### src/rtl/rsbs_pkg.sv
// shared types and constants for the sync button sender
// frame codes, frame lengths, action codes, register indexes and the config bundle
// no dependencies
package rsbs_pkg;

    localparam int CODE_W = 11;
    localparam int LEN_W  = 4;
    localparam int HOLD_W = 12;
    localparam int STEP_W = 10;
    localparam int CFG_INDEX_W = 3;
    localparam int CFG_DATA_W  = 12;
    localparam int PUSH_MAX = 3;

    localparam logic [HOLD_W-1:0] HOLD_MAX = 12'd4095;

    // frame codes, bit i goes out i-th
    localparam logic [CODE_W-1:0] FR_RED1      = 11'h074;
    localparam logic [CODE_W-1:0] FR_RED2      = 11'h0F4;
    localparam logic [CODE_W-1:0] FR_RED3      = 11'h2F4;
    localparam logic [CODE_W-1:0] FR_RED4      = 11'h3F4;
    localparam logic [CODE_W-1:0] FR_OFF       = 11'h034;
    localparam logic [CODE_W-1:0] FR_SYNC_SLIM = 11'h480;
    localparam logic [CODE_W-1:0] FR_SYNC_FAT  = 11'h080;
    localparam logic [CODE_W-1:0] FR_POWER_OFF = 11'h240;

    localparam logic [LEN_W-1:0] LEN_SHORT = 4'd10;
    localparam logic [LEN_W-1:0] LEN_LONG  = 4'd11;

    localparam logic [1:0] ACT_NONE      = 2'd0;
    localparam logic [1:0] ACT_SYNC      = 2'd1;
    localparam logic [1:0] ACT_POWER_OFF = 2'd2;

    localparam logic [2:0] LED_NONE  = 3'd0;
    localparam logic [2:0] LED_ONE   = 3'd1;
    localparam logic [2:0] LED_TWO   = 3'd2;
    localparam logic [2:0] LED_THREE = 3'd3;
    localparam logic [2:0] LED_FOUR  = 3'd4;

    localparam logic [CFG_INDEX_W-1:0] REG_TICK_STEP   = 3'd0;
    localparam logic [CFG_INDEX_W-1:0] REG_LEVEL_ONE   = 3'd1;
    localparam logic [CFG_INDEX_W-1:0] REG_LEVEL_TWO   = 3'd2;
    localparam logic [CFG_INDEX_W-1:0] REG_LEVEL_THREE = 3'd3;
    localparam logic [CFG_INDEX_W-1:0] REG_POWER_OFF   = 3'd4;
    localparam logic [CFG_INDEX_W-1:0] REG_SLIM_MODEL  = 3'd5;

    typedef struct packed {
        logic [STEP_W-1:0] tick_step_ms;
        logic [HOLD_W-1:0] level_one_ms;
        logic [HOLD_W-1:0] level_two_ms;
        logic [HOLD_W-1:0] level_three_ms;
        logic [HOLD_W-1:0] power_off_ms;
        logic              slim_model;
    } cfg_t;

    // up to three frames queued by one request, in order
    typedef struct packed {
        logic [1:0]                          num;
        logic [PUSH_MAX-1:0][CODE_W-1:0]     codes;
        logic [PUSH_MAX-1:0][LEN_W-1:0]      lens;
    } push_req_t;

endpackage

### src/rtl/rsbs_front.sv
// front end: wake, hold time tracking and frame selection per request
// depends on rsbs_pkg
module rsbs_front
(
    input  logic                   clk,
    input  logic                   rst_n,
    input  logic                   step,
    input  logic                   tick,
    input  logic                   button_level,
    input  rsbs_pkg::cfg_t         cfg,
    output rsbs_pkg::push_req_t    push,
    output logic [1:0]             action,
    output logic [2:0]             led_level
);

    logic                          awake_reg, awake_next;
    logic                          pending_reg, pending_next;
    logic [rsbs_pkg::HOLD_W-1:0]   hold_reg, hold_next;
    logic [2:0]                    led_reg, led_next;
    logic                          awake_now;
    logic                          po_hit;
    logic [rsbs_pkg::HOLD_W-1:0]   hold_capped;
    logic [rsbs_pkg::HOLD_W:0]     hold_sum;
    logic [rsbs_pkg::CODE_W-1:0]   first_code;
    logic [2:0]                    first_led;

    always_comb
    begin
        awake_now   = awake_reg | ~button_level;
        po_hit      = hold_reg >= cfg.power_off_ms;
        hold_capped = po_hit ? cfg.power_off_ms : hold_reg;
        hold_sum    = {1'b0, hold_capped} + (rsbs_pkg::HOLD_W + 1)'(cfg.tick_step_ms);

        // thresholds tested top down, first met wins
        if (po_hit)
        begin
            first_code = rsbs_pkg::FR_RED4;
            first_led  = rsbs_pkg::LED_FOUR;
        end
        else if (hold_reg >= cfg.level_three_ms)
        begin
            first_code = rsbs_pkg::FR_RED3;
            first_led  = rsbs_pkg::LED_THREE;
        end
        else if (hold_reg >= cfg.level_two_ms)
        begin
            first_code = rsbs_pkg::FR_RED2;
            first_led  = rsbs_pkg::LED_TWO;
        end
        else if (hold_reg >= cfg.level_one_ms)
        begin
            first_code = rsbs_pkg::FR_RED1;
            first_led  = rsbs_pkg::LED_ONE;
        end
        else
        begin
            first_code = rsbs_pkg::FR_OFF;
            first_led  = rsbs_pkg::LED_NONE;
        end

        awake_next   = awake_now;
        pending_next = pending_reg;
        hold_next    = hold_reg;
        led_next     = led_reg;
        action       = rsbs_pkg::ACT_NONE;
        push.num     = 2'd0;
        push.codes   = '0;
        push.lens    = '0;

        if (awake_now && tick)
        begin
            push.codes[0] = first_code;
            push.lens[0]  = rsbs_pkg::LEN_SHORT;
            if (button_level)
            begin
                // release: current level frame, led off, then sync or power-off
                push.num      = 2'd3;
                push.codes[1] = rsbs_pkg::FR_OFF;
                push.lens[1]  = rsbs_pkg::LEN_SHORT;
                if (pending_reg || po_hit)
                begin
                    push.codes[2] = rsbs_pkg::FR_POWER_OFF;
                    push.lens[2]  = rsbs_pkg::LEN_SHORT;
                    action        = rsbs_pkg::ACT_POWER_OFF;
                end
                else if (cfg.slim_model)
                begin
                    push.codes[2] = rsbs_pkg::FR_SYNC_SLIM;
                    push.lens[2]  = rsbs_pkg::LEN_LONG;
                    action        = rsbs_pkg::ACT_SYNC;
                end
                else
                begin
                    push.codes[2] = rsbs_pkg::FR_SYNC_FAT;
                    push.lens[2]  = rsbs_pkg::LEN_SHORT;
                    action        = rsbs_pkg::ACT_SYNC;
                end
                pending_next = 1'b0;
                hold_next    = '0;
                awake_next   = 1'b0;
                led_next     = rsbs_pkg::LED_NONE;
            end
            else
            begin
                push.num     = 2'd1;
                pending_next = pending_reg | po_hit;
                hold_next    = hold_sum[rsbs_pkg::HOLD_W] ? rsbs_pkg::HOLD_MAX
                                                          : hold_sum[rsbs_pkg::HOLD_W-1:0];
                led_next     = first_led;
            end
        end
    end

    always_ff @(posedge clk or negedge rst_n)
    begin
        if (!rst_n)
        begin
            awake_reg   <= 1'b0;
            pending_reg <= 1'b0;
            hold_reg    <= '0;
            led_reg     <= rsbs_pkg::LED_NONE;
        end
        else if (step)
        begin
            awake_reg   <= awake_next;
            pending_reg <= pending_next;
            hold_reg    <= hold_next;
            led_reg     <= led_next;
        end
    end

    assign led_level = led_reg;

endmodule

### src/rtl/rsbs_queue.sv
// frame queue between front end and sender, head always in entry zero
// depends on rsbs_pkg
module rsbs_queue
#(
    parameter int QUEUE_DEPTH = 4,
    parameter int FRAME_BITS  = 11
)
(
    input  logic                       clk,
    input  logic                       rst_n,
    input  logic                       step,
    input  rsbs_pkg::push_req_t        push,
    input  logic                       pop,
    output logic [FRAME_BITS-1:0]      head_bits,
    output logic [rsbs_pkg::LEN_W-1:0] head_len,
    output logic                       filled
);

    localparam int CNT_W = $clog2(QUEUE_DEPTH + 1);
    localparam int PTR_W = $clog2(QUEUE_DEPTH);

    logic [FRAME_BITS-1:0]      bits_reg [QUEUE_DEPTH];
    logic [rsbs_pkg::LEN_W-1:0] len_reg  [QUEUE_DEPTH];
    logic [FRAME_BITS-1:0]      bits_mid [QUEUE_DEPTH];
    logic [rsbs_pkg::LEN_W-1:0] len_mid  [QUEUE_DEPTH];
    logic [FRAME_BITS-1:0]      bits_next [QUEUE_DEPTH];
    logic [rsbs_pkg::LEN_W-1:0] len_next  [QUEUE_DEPTH];
    logic [CNT_W-1:0]           count_reg, count_next;
    logic [CNT_W-1:0]           count_mid;

    always_comb
    begin
        bits_mid  = bits_reg;
        len_mid   = len_reg;
        count_mid = count_reg;
        // frames beyond a full queue are dropped
        for (int k = 0; k < rsbs_pkg::PUSH_MAX; k++)
        begin
            if ((k < int'(push.num)) && (count_mid < CNT_W'(QUEUE_DEPTH)))
            begin
                bits_mid[count_mid[PTR_W-1:0]] = FRAME_BITS'(push.codes[k]);
                len_mid[count_mid[PTR_W-1:0]]  = push.lens[k];
                count_mid = count_mid + 1'b1;
            end
        end

        bits_next  = bits_mid;
        len_next   = len_mid;
        count_next = count_mid;
        if (pop && (count_mid != '0))
        begin
            for (int i = 0; i < QUEUE_DEPTH - 1; i++)
            begin
                bits_next[i] = bits_mid[i + 1];
                len_next[i]  = len_mid[i + 1];
            end
            count_next = count_mid - 1'b1;
        end
    end

    always_ff @(posedge clk or negedge rst_n)
    begin
        if (!rst_n)
        begin
            count_reg <= '0;
        end
        else if (step)
        begin
            count_reg <= count_next;
        end
    end

    always_ff @(posedge clk)
    begin
        if (step)
        begin
            bits_reg <= bits_next;
            len_reg  <= len_next;
        end
    end

    assign head_bits = bits_reg[0];
    assign head_len  = len_reg[0];
    assign filled    = count_mid != '0;

endmodule

### src/rtl/rsbs_sender.sv
// serial sender: shifts the head frame out on the module clock edges
// depends on rsbs_pkg
module rsbs_sender
#(
    parameter int FRAME_BITS = 11
)
(
    input  logic                       clk,
    input  logic                       rst_n,
    input  logic                       step,
    input  logic                       module_clock,
    input  logic [FRAME_BITS-1:0]      head_bits,
    input  logic [rsbs_pkg::LEN_W-1:0] head_len,
    input  logic                       filled,
    output logic                       pop,
    output logic                       data_enable,
    output logic                       data_level
);

    localparam int IDX_W = $clog2(FRAME_BITS + 1);
    localparam int SEL_W = $clog2(FRAME_BITS);

    logic             sending_reg, sending_next;
    logic             phase_reg, phase_next;
    logic             prev_reg, prev_next;
    logic             en_reg, en_next;
    logic             lvl_reg, lvl_next;
    logic [IDX_W-1:0] idx_reg, idx_next;
    logic [IDX_W-1:0] idx_inc;

    always_comb
    begin
        sending_next = sending_reg;
        phase_next   = phase_reg;
        prev_next    = module_clock;
        en_next      = en_reg;
        lvl_next     = lvl_reg;
        idx_next     = idx_reg;
        idx_inc      = idx_reg + 1'b1;
        pop          = 1'b0;

        if (sending_reg)
        begin
            if (!phase_reg && prev_reg && !module_clock)
            begin
                // falling edge drives the bit
                lvl_next   = head_bits[idx_reg[SEL_W-1:0]];
                phase_next = 1'b1;
            end
            else if (phase_reg && !prev_reg && module_clock)
            begin
                phase_next = 1'b0;
                if ((idx_inc >= IDX_W'(head_len)) || (idx_inc >= IDX_W'(FRAME_BITS)))
                begin
                    // last bit done, line driven high and the frame popped
                    lvl_next     = 1'b1;
                    sending_next = 1'b0;
                    idx_next     = '0;
                    pop          = 1'b1;
                end
                else
                begin
                    idx_next = idx_inc;
                end
            end
            en_next = 1'b1;
        end
        else if (filled)
        begin
            sending_next = 1'b1;
            idx_next     = '0;
            phase_next   = 1'b0;
            en_next      = 1'b1;
            lvl_next     = 1'b0;
            prev_next    = 1'b1;
        end
        else
        begin
            en_next  = 1'b0;
            lvl_next = 1'b0;
        end
    end

    always_ff @(posedge clk or negedge rst_n)
    begin
        if (!rst_n)
        begin
            sending_reg <= 1'b0;
            phase_reg   <= 1'b0;
            prev_reg    <= 1'b1;
            en_reg      <= 1'b0;
            lvl_reg     <= 1'b0;
            idx_reg     <= '0;
        end
        else if (step)
        begin
            sending_reg <= sending_next;
            phase_reg   <= phase_next;
            prev_reg    <= prev_next;
            en_reg      <= en_next;
            lvl_reg     <= lvl_next;
            idx_reg     <= idx_next;
        end
    end

    assign data_enable = en_reg;
    assign data_level  = lvl_reg;

endmodule

### src/rtl/rf_module_sync_button_sender.sv
// top level of the sync button sender: config registers, output handshake
// depends on rsbs_pkg, rsbs_front, rsbs_queue, rsbs_sender
//
// One request per clock cycle while in_ready is high: each request carries one
// sample of the tick, the sync button and the module clock line, and yields one
// result with the data line enable and level, the action queued and the red
// quadrants lit. Every request passes through the front end (wake, hold time,
// frame choice), the frame queue and the sender, all of which update together
// when the request is taken; the result then sits in the output stage until it
// is taken. in_ready is high whenever the output stage is empty or being emptied,
// so a stall on the output side holds the input for exactly as long. The queue
// holds QUEUE_DEPTH frames of FRAME_BITS bits; frames that find it full are
// dropped, while action and led_level still report them. Configuration writes
// land at once and are meant for idle periods only.
module rf_module_sync_button_sender
#(
    parameter int QUEUE_DEPTH = 4,
    parameter int FRAME_BITS  = 11
)
(
    input  logic                                clk,
    input  logic                                rst_n,
    // request side
    input  logic                                in_valid,
    output logic                                in_ready,
    input  logic                                tick,
    input  logic                                button_level,
    input  logic                                module_clock,
    // result side
    output logic                                out_valid,
    input  logic                                out_ready,
    output logic                                data_enable,
    output logic                                data_level,
    output logic [1:0]                          action,
    output logic [2:0]                          led_level,
    // configuration
    input  logic                                cfg_we,
    input  logic [rsbs_pkg::CFG_INDEX_W-1:0]    cfg_index,
    input  logic [rsbs_pkg::CFG_DATA_W-1:0]     cfg_data
);

    rsbs_pkg::cfg_t             cfg_reg;
    rsbs_pkg::push_req_t        push;
    logic                       step;
    logic                       out_valid_reg;
    logic [1:0]                 action_reg;
    logic [1:0]                 action_now;
    logic                       pop;
    logic                       filled;
    logic [FRAME_BITS-1:0]      head_bits;
    logic [rsbs_pkg::LEN_W-1:0] head_len;

    // a request is taken whenever the output stage can take its result
    assign in_ready = !out_valid_reg || out_ready;
    assign step     = in_valid && in_ready;

    // register file, writes beyond the list are ignored
    always_ff @(posedge clk or negedge rst_n)
    begin
        if (!rst_n)
        begin
            cfg_reg.tick_step_ms   <= 10'd200;
            cfg_reg.level_one_ms   <= 12'd250;
            cfg_reg.level_two_ms   <= 12'd500;
            cfg_reg.level_three_ms <= 12'd750;
            cfg_reg.power_off_ms   <= 12'd1000;
            cfg_reg.slim_model     <= 1'b1;
        end
        else if (cfg_we)
        begin
            case (cfg_index)
                rsbs_pkg::REG_TICK_STEP:
                    cfg_reg.tick_step_ms <= cfg_data[rsbs_pkg::STEP_W-1:0];
                rsbs_pkg::REG_LEVEL_ONE:   cfg_reg.level_one_ms   <= cfg_data;
                rsbs_pkg::REG_LEVEL_TWO:   cfg_reg.level_two_ms   <= cfg_data;
                rsbs_pkg::REG_LEVEL_THREE: cfg_reg.level_three_ms <= cfg_data;
                rsbs_pkg::REG_POWER_OFF:   cfg_reg.power_off_ms   <= cfg_data;
                rsbs_pkg::REG_SLIM_MODEL:  cfg_reg.slim_model     <= cfg_data[0];
                default:
                begin
                end
            endcase
        end
    end

    // front end: decides which frames a request queues
    rsbs_front u_front
    (
        .clk          (clk),
        .rst_n        (rst_n),
        .step         (step),
        .tick         (tick),
        .button_level (button_level),
        .cfg          (cfg_reg),
        .push         (push),
        .action       (action_now),
        .led_level    (led_level)
    );

    // queue between the two sides
    rsbs_queue
    #(
        .QUEUE_DEPTH (QUEUE_DEPTH),
        .FRAME_BITS  (FRAME_BITS)
    )
    u_queue
    (
        .clk       (clk),
        .rst_n     (rst_n),
        .step      (step),
        .push      (push),
        .pop       (pop),
        .head_bits (head_bits),
        .head_len  (head_len),
        .filled    (filled)
    );

    // back end: shifts the head frame out on the module clock
    rsbs_sender
    #(
        .FRAME_BITS (FRAME_BITS)
    )
    u_sender
    (
        .clk          (clk),
        .rst_n        (rst_n),
        .step         (step),
        .module_clock (module_clock),
        .head_bits    (head_bits),
        .head_len     (head_len),
        .filled       (filled),
        .pop          (pop),
        .data_enable  (data_enable),
        .data_level   (data_level)
    );

    // output stage; the line and led registers in the sub-blocks only move on a
    // taken request, so they hold with the result while it waits
    always_ff @(posedge clk or negedge rst_n)
    begin
        if (!rst_n)
        begin
            out_valid_reg <= 1'b0;
            action_reg    <= rsbs_pkg::ACT_NONE;
        end
        else
        begin
            if (step)
            begin
                out_valid_reg <= 1'b1;
                action_reg    <= action_now;
            end
            else if (out_ready)
            begin
                out_valid_reg <= 1'b0;
            end
        end
    end

    assign out_valid = out_valid_reg;
    assign action    = action_reg;

endmodule
### config.mk
export PLATFORM = sky130hd
export DESIGN_NAME = rf_module_sync_button_sender
export DESIGN_NICKNAME = d
export VERILOG_FILES = /design/src/rtl/rsbs_pkg.sv /design/src/rtl/rsbs_front.sv /design/src/rtl/rsbs_queue.sv /design/src/rtl/rsbs_sender.sv /design/src/rtl/rf_module_sync_button_sender.sv
export SDC_FILE = /design/constraint.sdc
export NUM_CORES = 1
export LEC_CHECK = 0
export ABC_CLOCK_PERIOD_IN_PS = 4700
export BUFFER_PORTS_ARGS = -buffer_cell sky130_fd_sc_hd__buf_2
export CAP_MARGIN = 40
export CORE_UTILIZATION = 60
export CTS_CLUSTER_SIZE = 25
export DETAILED_ROUTE_END_ITERATION = 10
export HOLD_SLACK_MARGIN = 0.08
export MAX_ROUTING_LAYER = met4
export PLACE_DENSITY = 0.78
export SLEW_MARGIN = 15
export SYNTH_ARGS = -nofsm -noshare
export SYNTH_HDL_FRONTEND = slang
export SYNTH_SLANG_ARGS = --single-unit
### constraint.sdc
create_clock -name clk -period 4.7 [get_ports clk]
set_clock_uncertainty 0.1 [all_clocks]
set_input_delay 0.47 -clock clk [delete_from_list [all_inputs] [get_ports clk]]
set_output_delay 0.47 -clock clk [all_outputs]
set_load 0.005 [all_outputs]
==> impl_metrics.ini <==
[die]
chipWidth_um = 123
rows = 43
dieArea_um2 = 15100
io_pins = 32
core_area_um2 = 14100
die_h_um = 123
initial_core_util_pct = 62.3

[finish]
largest_reg_flops = 59
syn2layout_area_growth_pct = 10.9
layout-drive-gt1-share_pct = 17.8
antennaDiodeCount = 0
nets = 1010

[power_and_ir_drop]
intPower_mw = 3.80
netSwitchingFraction_pct = 38.2
power_frac_seq_pct = 34.5
p_leak_nw = 4.39
powerDensity_nw_per_um2 = 631
peakVddDrop_mv = 0.330
switchingPower_mw = 2.35
power_frac_clock_pct = 21.3
pwr-share-comb_pct = 44.3

[yosys]
synth.most_common_cell = nand2_1
synth.top_cell.area_share_pct = 20.5
synth_area_leader_cell = edfxtp_1
netlist_area_um2 = 8790
ys_seq_elements = 151
synthTopCellsByCount = 114 x nand2_1, 95 x o21ai_0, 78 x ha_1, 64 x inv_1, 61 x dfrtp_1
ys.warnings.count = 0
ys_dominant_reg_cell = dfrtp_1
async_flop_share_pct = 60.3
synth_area_per_cell_um2 = 10.1
synth_cell_types = 63
synth_cells = 874
synth_edf_count = 60
yosysSeqAreaShare_pct = 46.8
syn-num-nets = 976
synth_area_leaders = edfxtp_1 21%, dfrtp_1 17%, ha_1 11%, dfstp_2 9.0%, o21ai_0 5.4%

[clocking]
max-clock-path-buffers = 2
cts_resized = 0
clk_pin_slew_ps = 60
hold_buffers = 1
cts_setup_buffers = 0
cts_buffers = 17
cts_sinks = 151
cts_htree_levels = 4
cts_root_buf = clkbuf_16
cts_tree = built
insertion_delay_ps = 440

[setup_path]
reg2reg_slack_ps = 300
cp_max_fo = 8
cp_top_family = compound AO/OA/AOI/OAI gates
required_ps = 4920
slowest_delay_ps = 530
crit_buf_inv = 1
crit_type = register to register
cpMaxStageDelayCell = dfstp_2
endpoint_kind = register
crit_path_frequent_cell = nand2_1
worstPathCellList = inv_1, ha_1, nand2_1, nor3_1, o31ai_1, a221oi_4, mux2_2, ha_1, nor2b_1, o21a_1, o21ai_0, a211o_1, nand2_1, nor2_1, nor2_1, o21ai_0, nand2_1
crit_start = cfg_reg[8]
arrival_ps = 4610
cp-start-kind = register
rr_startpoint = cfg_reg[8]

[place]
io_buffer_count = 31
gp_congestion = 0.865
hpwl_mm = 13.1
place_ws_ps = 406

[drt]
wirelength_mm = 18.7
final_antenna_net_count = 0
drt_iter0_drc = 529
drt-wirelength-per-cell_um = 17.0
drtPass1Iterations = 5
viasPerCell = 5.94
vias = 6545
drcViolationCount = 0

[worst_hold_path]
worstHoldPathType = primary input to register
hold_start = in_valid

[timing]
finalCriticalPeriod_ps = 4400
rsz0062_at_grt = no
finalSetupTns_ps = 0
slew_violations = 0
layout_setup_ws_ps = 303
relSlewSlack_pct = 41.9
fmax_mhz = 227
max_slew.worst_pin.slew_ps = 871
setup-violations-final = 0
hold_viol = 0
finalCritPeriodShare_pct = 93.5

[outcome]
status = completed

[grt]
grt_pass1_vias = 6307
grt_overflow_total = 0
use_met2_pct = 41.5
grt.met3_usage_pct = 6.46
antenna_found_initial = 0
top_usage_layer = met2
met1_usage_pct = 38.6
grt_max_degree = 69
grt_pass1_wl_mm = 31.1
track_usage_pct = 27.8

[job]
cap_violations = 0
cell type report:
cell class / instances / area (um2)
Clock buffer: 25 / 493
Multi-Input combinational cell: 627 / 4310
Inverter: 66 / 248
Sequential cell: 151 / 4120
Clock inverter: 7 / 71.3
Timing Repair Buffer: 45 / 290
Fill cell: 1058 / 4350
Tap cell: 180 / 225
cells by family (layout without fill, tap and decap cells):
kind of cell    after synthesis  count (layout)  synth area share, %
compound gates              237             237                 16.7
xor+xnor                     15              15                 1.49
fa+ha+maj                    79              79                 11.3
buf+inv                      96             143                 4.41
flops                       151             151                 46.8
mux                          47              47                 6.16
simple gates                249             249                 13.0
power by group through the flow:
stage | Sequential [mW] | Clock (mW) | Combinational (mW)
after CTS | 2.12 | 1.32 | 2.72
final | 2.12 | 1.31 | 2.72
after detailed placement | 2.13 | 0 | 2.67
after floorplan | 2.03 | 0 | 2.07
after global routing | 2.16 | 1.38 | 3.07
after global placement | 2.12 | 0 | 2.59
cells in the final DEF (no fill, tap or decap), types with 5 or more instances in the layout:
cell type and count:
dfrtp_1 61, nand4_1 7, and2_1 6, a211oi_1 9, clkbuf_16 17, xor2_1 5, nor3_1 9, or3_1 5
o21a_1 9, o21ai_0 95, xnor2_1 10, nand3_1 22, edfxtp_1 60, inv_1 64, buf_4 12, mux2i_1 8
a21o_1 26, buf_2 30, dfstp_2 30, nor2_1 47, a21oi_1 56, nand2_1 114, ha_1 78, nor2b_1 7
mux2_2 37, a22o_1 5, nand2b_1 9
final timing paths:
kind / end / depth (start not counted)
worst max register to register: u_front.hold_reg[7] / 17
worst min register to register: action[0] / 2
min in group asynchronous: cfg_reg[39] / 2
max in group asynchronous: u_sender.prev_reg / 3
worst min-delay path: out_valid / 2
worst max-delay path: u_front.hold_reg[7] / 17
through the flow:
stage	std cells	instance area, um2	util [%]	hold WS, ps	power [mW]
global placement	1068	9180	65.1	354	4.72
detailed placement	1068	9180	65.1	364	4.81
floorplan	874	8790	-	74.4	4.10
finish	1101	9750	69.2	148	6.15
global route	1101	9750	69.2	165	6.62
CTS	1101	9750	69.2	151	6.16
routing by layer:
metal | wire length, um | up-vias
met3 | 940 | 19
met1 | 9080 | 3194
li1 | - | 3182
met2 | 8420 | 150
met5 | 0 | -
met4 | 233 | 0
Note: power is estimated with default switching activity, not from simulation.
